## src/hw/rtl/multichannel_interpolating_fir_top_macros.svh

```systemverilog
// ----------------------------------------------------------------------------
// Assertion macros for the multichannel interpolating FIR
// Concurrent checks on a clock and an active-low synchronous reset.
// ----------------------------------------------------------------------------
`ifndef MULTICHANNEL_INTERPOLATING_FIR_TOP_MACROS_SVH
`define MULTICHANNEL_INTERPOLATING_FIR_TOP_MACROS_SVH

// The consequent must hold in the same cycle as the antecedent.
`define MIFIR_ASSERT_SAME(label, clk, rstn, a, b, msg) \
    label: assert property (@(posedge clk) disable iff (!(rstn)) (a) |-> (b)) \
        else $error(msg);

// The consequent must hold in the cycle after the antecedent.
`define MIFIR_ASSERT_NEXT(label, clk, rstn, a, b, msg) \
    label: assert property (@(posedge clk) disable iff (!(rstn)) (a) |=> (b)) \
        else $error(msg);

`endif

```

## src/hw/rtl/mifir_pkg.sv

```systemverilog
// ----------------------------------------------------------------------------
// mifir_pkg
// Types and constants shared by the multichannel interpolating FIR.
// ----------------------------------------------------------------------------
package mifir_pkg;

    localparam int COLUMNS_DEF      = 32;
    localparam int TAPS_DEF         = 257;
    localparam int UPSAMPLE_DEF     = 4;
    localparam int SAMPLE_WIDTH     = 16;
    localparam int COEFF_WIDTH      = 16;
    localparam int COEF_INDEX_WIDTH = 9;
    localparam int PRODUCT_WIDTH    = SAMPLE_WIDTH + COEFF_WIDTH;
    localparam int OUT_WIDTH        = 48;
    localparam int COLUMN_WIDTH     = 5;
    localparam int PHASE_WIDTH      = 2;

    localparam logic KIND_COEF   = 1'b0;
    localparam logic KIND_SAMPLE = 1'b1;

    typedef struct packed {
        logic                              kind;
        logic [COEF_INDEX_WIDTH-1:0]       coef_index;
        logic signed [COEFF_WIDTH-1:0]     coef_value;
        logic signed [SAMPLE_WIDTH-1:0]    sample_re;
        logic signed [SAMPLE_WIDTH-1:0]    sample_im;
        logic                              frame_end;
    } s_item_t;

    typedef struct packed {
        logic signed [OUT_WIDTH-1:0] out_re;
        logic signed [OUT_WIDTH-1:0] out_im;
        logic [COLUMN_WIDTH-1:0]     column;
        logic [PHASE_WIDTH-1:0]      phase;
        logic                        run_last;
        logic                        stream_end;
    } m_item_t;

    typedef struct packed {
        logic clr_step;
        logic coef_write;
        logic latch_sample;
        logic mac_issue;
        logic mac_first;
        logic mac_last;
        logic out_load;
        logic tap_write;
    } cmd_t;

    typedef struct packed {
        logic clr_last;
        logic acc_done;
        logic out_free;
    } status_t;

endpackage

```

## src/hw/rtl/mifir_ctrl.sv

```systemverilog
// ----------------------------------------------------------------------------
// mifir_ctrl
// Sequencer: clearing pass, coefficient loads, tap sweeps and result hand-off.
// ----------------------------------------------------------------------------
module mifir_ctrl import mifir_pkg::*; #(
    parameter int COLUMNS  = COLUMNS_DEF,
    parameter int TAPS     = TAPS_DEF,
    parameter int UPSAMPLE = UPSAMPLE_DEF,
    parameter int CW       = (COLUMNS > 1) ? $clog2(COLUMNS) : 1,
    parameter int IW       = $clog2(TAPS),
    parameter int PW       = (UPSAMPLE > 1) ? $clog2(UPSAMPLE) : 1
) (
    input  logic          aclk,
    input  logic          aresetn,
    input  logic          s_valid,
    input  logic          s_kind,
    input  logic          s_frame_end,
    output logic          s_ready,
    output cmd_t          cmd,
    input  status_t       status,
    output logic [IW-1:0] idx,
    output logic [PW-1:0] phase,
    output logic [CW-1:0] col
);

    localparam logic [2:0] ST_CLEAR = 3'd0;
    localparam logic [2:0] ST_IDLE  = 3'd1;
    localparam logic [2:0] ST_MAC   = 3'd2;
    localparam logic [2:0] ST_DRAIN = 3'd3;
    localparam logic [2:0] ST_EMIT  = 3'd4;

    logic [2:0]    state_reg, state_next;
    logic [IW-1:0] idx_reg, idx_next;
    logic [PW-1:0] phase_reg, phase_next;
    logic [CW-1:0] col_reg, col_next;
    logic          fe_reg, fe_next;
    logic          accept;

    assign s_ready = (state_reg == ST_IDLE);
    assign accept  = s_valid && s_ready;

    always_comb begin
        state_next = state_reg;
        idx_next   = idx_reg;
        phase_next = phase_reg;
        col_next   = col_reg;
        fe_next    = fe_reg;
        cmd        = '0;
        cmd.mac_first = (idx_reg == '0);
        cmd.mac_last  = (idx_reg == IW'(TAPS - 1));
        unique case (state_reg)
            ST_CLEAR: begin
                cmd.clr_step = 1'b1;
                if (status.clr_last) begin
                    state_next = ST_IDLE;
                end
            end
            ST_IDLE: begin
                if (accept) begin
                    if (s_kind == KIND_COEF) begin
                        cmd.coef_write = 1'b1;
                    end else begin
                        cmd.latch_sample = 1'b1;
                        fe_next    = s_frame_end;
                        idx_next   = '0;
                        phase_next = '0;
                        state_next = ST_MAC;
                    end
                end
            end
            ST_MAC: begin
                cmd.mac_issue = 1'b1;
                if (idx_reg == IW'(TAPS - 1)) begin
                    state_next = ST_DRAIN;
                end else begin
                    idx_next = idx_reg + 1'b1;
                end
            end
            ST_DRAIN: begin
                if (status.acc_done) begin
                    state_next = ST_EMIT;
                end
            end
            ST_EMIT: begin
                if (status.out_free) begin
                    cmd.out_load  = 1'b1;
                    cmd.tap_write = 1'b1;
                    idx_next      = '0;
                    if (phase_reg == PW'(UPSAMPLE - 1)) begin
                        state_next = ST_IDLE;
                        if (fe_reg || col_reg == CW'(COLUMNS - 1)) begin
                            col_next = '0;
                        end else begin
                            col_next = col_reg + 1'b1;
                        end
                    end else begin
                        phase_next = phase_reg + 1'b1;
                        state_next = ST_MAC;
                    end
                end
            end
            default: begin
                state_next = ST_IDLE;
            end
        endcase
    end

    always_ff @(posedge aclk) begin
        if (!aresetn) begin
            state_reg <= ST_CLEAR;
            idx_reg   <= '0;
            phase_reg <= '0;
            col_reg   <= '0;
            fe_reg    <= 1'b0;
        end else begin
            state_reg <= state_next;
            idx_reg   <= idx_next;
            phase_reg <= phase_next;
            col_reg   <= col_next;
            fe_reg    <= fe_next;
        end
    end

    assign idx   = idx_reg;
    assign phase = phase_reg;
    assign col   = col_reg;

endmodule

```

## config.mk

```make
export PLATFORM = sky130hd
export DESIGN_NAME = mifir_ctrl
export DESIGN_NICKNAME = d
export VERILOG_FILES = /design/src/hw/rtl/multichannel_interpolating_fir_top_macros.svh /design/src/hw/rtl/mifir_pkg.sv /design/src/hw/rtl/mifir_ctrl.sv
export SDC_FILE = /design/constraint.sdc
export NUM_CORES = 1
export LEC_CHECK = 0
export BUFFER_PORTS_ARGS = -buffer_cell sky130_fd_sc_hd__buf_2
export CAP_MARGIN = 30
export CORE_ASPECT_RATIO = 1.4
export CORE_MARGIN = 3
export CORE_UTILIZATION = 55
export DETAILED_ROUTE_END_ITERATION = 12
export PLACE_DENSITY = 0.89
export REMOVE_ABC_BUFFERS = 1
export SLEW_MARGIN = 40
export SYNTH_ARGS = -nofsm -noshare
export SYNTH_HDL_FRONTEND = slang
export SYNTH_SLANG_ARGS = --single-unit
```

## constraint.sdc

```tcl
create_clock -name aclk -period 3.6 [get_ports aclk]
set_input_delay 0.72 -clock aclk [delete_from_list [all_inputs] [get_ports aclk]]
set_output_delay 0.72 -clock aclk [all_outputs]
set_load 0.02 [all_outputs]
```

Yosys cells after proc, flatten, opt, wreduce, memory -nomap -nowiden
Index checks and enable logic that the tools add are counted.
{"block": "classes", "eq_ne": 15, "shift": 0, "n_addsub": 3, "reduce_logical": 11, "order_cmp": 0, "n_bitwise": 0, "n_mux": 27, "mul": 0, "n_div": 0}
{"op": "$mux W9", "count": 4}
{"op": "$pmux W9 S3", "count": 1}
{"op": "$mux W2", "count": 9}
{"op": "$mux W3", "count": 6}
{"op": "$pmux W3 S5", "count": 1}
{"op": "$ne A2 B2 Y1 const B", "count": 7}
{"op": "$reduce_and A5 Y1", "count": 2}
{"op": "$add A9 B1 Y9 const B", "count": 1}
{"op": "$eq A9 B9 Y1 const B", "count": 1}
{"op": "$logic_not A9 Y1", "count": 1}
{"op": "$eq A3 B2 Y1 const B", "count": 2}
{"op": "$reduce_and A3 Y1", "count": 2}
{"op": "$reduce_and A6 Y1", "count": 1}
{"op": "$add A5 B1 Y5 const B", "count": 1}
{"op": "$eq A5 B5 Y1 const B", "count": 1}
{"op": "$mux W5", "count": 1}
{"op": "$mux W1", "count": 4}
{"op": "$pmux W2 S2", "count": 1}
{"op": "$eq A3 B1 Y1 const B", "count": 1}
{"op": "$eq A3 B3 Y1 const B", "count": 1}
{"op": "$logic_not A3 Y1", "count": 1}
{"op": "$reduce_bool A3 Y1", "count": 1}
{"op": "$add A2 B1 Y2 const B", "count": 1}
{"op": "$eq A2 B2 Y1 const B", "count": 1}
{"op": "4 further kinds", "count": 4}
{"block": "word_totals", "regBits": 20, "latchBits": 0, "memories": 0, "ram_bits": 0, "output_inout_bits": 25, "elab_cells": 61, "in_bits": 8, "rom_bits": 0}

Logic depth before layout (Yosys ltp)
{"block": "depth", "depth_word": 4, "depth_mapped": 7, "depth_no_buf": 7}

Worst setup path after synthesis
Ideal clock, no wire load.
{"block": "synth_path", "kind": "register to output", "from": "register idx_reg[5] (netlist: idx[5])", "to": "output cmd[3] in the netlist's numbering", "path_slack_ns": 1.184, "arrival_ns": 1.696, "path_stages_with_launch": 3, "n_path_buf": 0, "required_ns": 2.880, "cell_sequence": "dfxtp_1 > or4_4 > nor4_1"}
{"element": "start, declared", "line_no": "mifir_ctrl.sv:33", "source": "logic [IW-1:0] idx_reg, idx_next;"}
{"element": "start signal, assigned", "line_no": "mifir_ctrl.sv:117", "source": "idx_reg <= idx_next;"}
{"element": "end, declared", "line_no": "mifir_ctrl.sv:19", "source": "output cmd_t cmd,"}

==> qor.yml <==
io_pins: 33
numCtsBuffers: 3
core.rowCount: 19
dr.first_iter.drc_count: 26
die_area_sq_um: 2827
core_area_sq_um: 2044
synthArstFlopShare_pct: 0
final_layout_size_suffix_gt1_share_pct: 30.77
rrSetupSlack_ns: 1.53
areaGrowthSynthToFinish_pct: 16.41
grt_use_met1_pct: 24.82
clk_latency_ns: 0.30
setup_violations: 0
critical_path_class: "reg2out"
clkTransAtPathRegs_ns: 0.12
drv_cap: 0
crit_fanout: 8
top_usage_layer: "met2"
nNetsFinal: 183
cp_data_arrival_time_ns: 1.76
cpPeakStageDelay_ns: 0.60
yosysTopAreaCell: "dfxtp_1"
max-slew-margin-rel_pct: 61.71
hold_path_class: "reg2reg"
synth.most_common_cell: "dfxtp_1"
cts_max_level: 1
r2r_end: "col[2]$_SDFFE_PN0P_"
antenna_left: 0
yosysWarningCount: 0
synth_ff_type: "dfxtp_1"
hold_viol: 0
finalPower_mw: 0.6149
fin_tns_setup_ns: 0
cp_data_required_time_ns: 2.88
avgRoutedWirePerCell_um: 15.29
start_kind: "flop"
finalInstanceArea_sq_um: 1420
overflow: 0
finClkSkew_ns: 0.004681
place_ws_ns: 1.322
synth_edf_count: 0
gp_congestion: 0.9600
outcome: "finished, final reports clean"
power_density_nw_per_um2: 433.0
firstDrtPassIters: 4
grtUsageTotal_pct: 23.24
grt_util_met2_pct: 42.32
die_w_um: 45.81
fin_crit_sh_pct: 68.78
period_minus_slack_ns: 2.476
yosysSeqAreaShare_pct: 32.82
leakagePower_nw: 0.6678
hpwl_um: 2205
grtUsageMet3_pct: 2.882
cts_tree: "built"
synth-seq-cells: 20
timing.hold.ws_ns: 0.4852
drcViolationCount: 0
fill_cells: 176
synthTopCellsByCount: "dfxtp_1, a21oi_1, nand3_1, nand2_1, nor3_1"
worst_slew_pin_slew_ns: 0.5666
r2r_start: "col[0]$_SDFFE_PN0P_"
syn_avg_cell_area_sq_um: 8.776
vias: 1221
crit_chain: "or4_4 > nor4_1 > buf_2"
cts.hold.buffers_added: 0
reg2regPathDepth: 7
critPathSlowestCell: "or4_4"
grt_max_degree: 14
vdd_drop_max_uv: 284.8
largest_reg_flops: 9
antenna_found_initial: 0
hold_path_end: "col[4]$_SDFFE_PN0P_"
stdcell_count: 190
post_cts_buffers: 0
crit_path_end_kind: "primary output"
clock_path_buffers: 2
dp.cells: 186
die_y_um: 61.73
slew_violations: 0
whs_path_depth: 2
initial_core_util_pct: 59.67
cts_resized: 0
n_antenna_cell: 0
fmax_mhz: 403.9
grt_setup_unrepaired: "false"
synth.distinct_cells: 48
netlist_area_sq_um: 1220
grt_pass1_vias: 1181
path_buf_inv: 1
routed_wl_um: 2905
utilization_pct: 69.46
syn_inst: 139
clock_sinks: 20
synth_area_leaders: "dfxtp_1, ha_1, a21oi_1"
vias_per_cell: 6.426
portBuffers: 32
synth_top_cell_area_share_pct: 32.82
critical-path-top-delay-family: "simple AND/OR/NAND/NOR gates"
grt_pass1_wl_um: 4892
clock-root-buffer: "clkbuf_4"
placed_area_sq_um: 1363
min_from: "col[4]$_SDFFE_PN0P_"
post-route-worst-setup-slack_ns: 1.124
[layer usage]
metal	vias to the layer above	wire, um
met1	565	1119
li1	586	-
met2	55	1477
met5	-	0
met3	15	184
met4	0	123
[report_power, final]
part           internal [mW]  leakage [nW]  switching [mW]
clock                  0.113        0.0279          0.0706
combinational         0.0736         0.478          0.0986
sequential             0.232         0.162          0.0273
[layout make-up]
class / instances / area, sq um / area share [%]
clock inverters: 1 / 30.03 / 2.115
flip-flops and latches: 20 / 400.4 / 28.19
clock buffers: 3 / 22.52 / 1.586
inverters: 5 / 18.77 / 1.322
repair buffers: 32 / 160.2 / 11.28
multi-input cells: 108 / 762.0 / 53.66
well taps: 21 / 26.28 / 1.850
[worst max path at each step]
stage,start,to,depth (start not counted)
finish,idx[5]$_SDFFE_PN0P_,cmd[3],3
global route,idx[5]$_SDFFE_PN0P_,cmd[3],3
global placement,state_reg[1]$_SDFFE_PN0P_,cmd[4],2
detailed placement,state_reg[1]$_SDFFE_PN0P_,cmd[4],2
CTS,state_reg[1]$_SDFFE_PN0P_,cmd[4],2
floorplan,idx[5]$_SDFFE_PN0P_,cmd[3],2
[cells in the final DEF (no fill, tap or decap), drive strengths merged, types with 3 or more instances in the layout]
| cell | netlist | layout |
|---|---|---|
| a211o | 3 | 3 |
| a21oi | 11 | 11 |
| and3 | 8 | 8 |
| buf | 2 | 32 |
| clkbuf | 4 | 3 |
| dfxtp | 20 | 20 |
| ha | 5 | 5 |
| inv | 5 | 5 |
| mux2i | 4 | 4 |
| nand2 | 10 | 10 |
| nand2b | 3 | 3 |
| nand3 | 11 | 11 |
| nor2 | 5 | 5 |
| nor3 | 7 | 7 |
| nor3b | 4 | 4 |
| o21a | 3 | 3 |
| o21ai | 4 | 4 |
[cell families after synthesis]
group	share of synthesized area [%]
xor+xnor	0.7181
fa+ha+maj	5.128
compound gates	19.38
buf+inv	5.128
simple gates	33.54
flops	32.82
mux	3.282
[worst register-to-register path, cell delays in order (launching register included)]
cell	delay, ns
dfxtp_1	0.37
ha_1	0.23
and3_1	0.19
ha_1	0.19
nor2_1	0.22
nand4_1	0.18
or3b_2	0.49
a21oi_1	0.14
(Power assumes the default switching activity.)
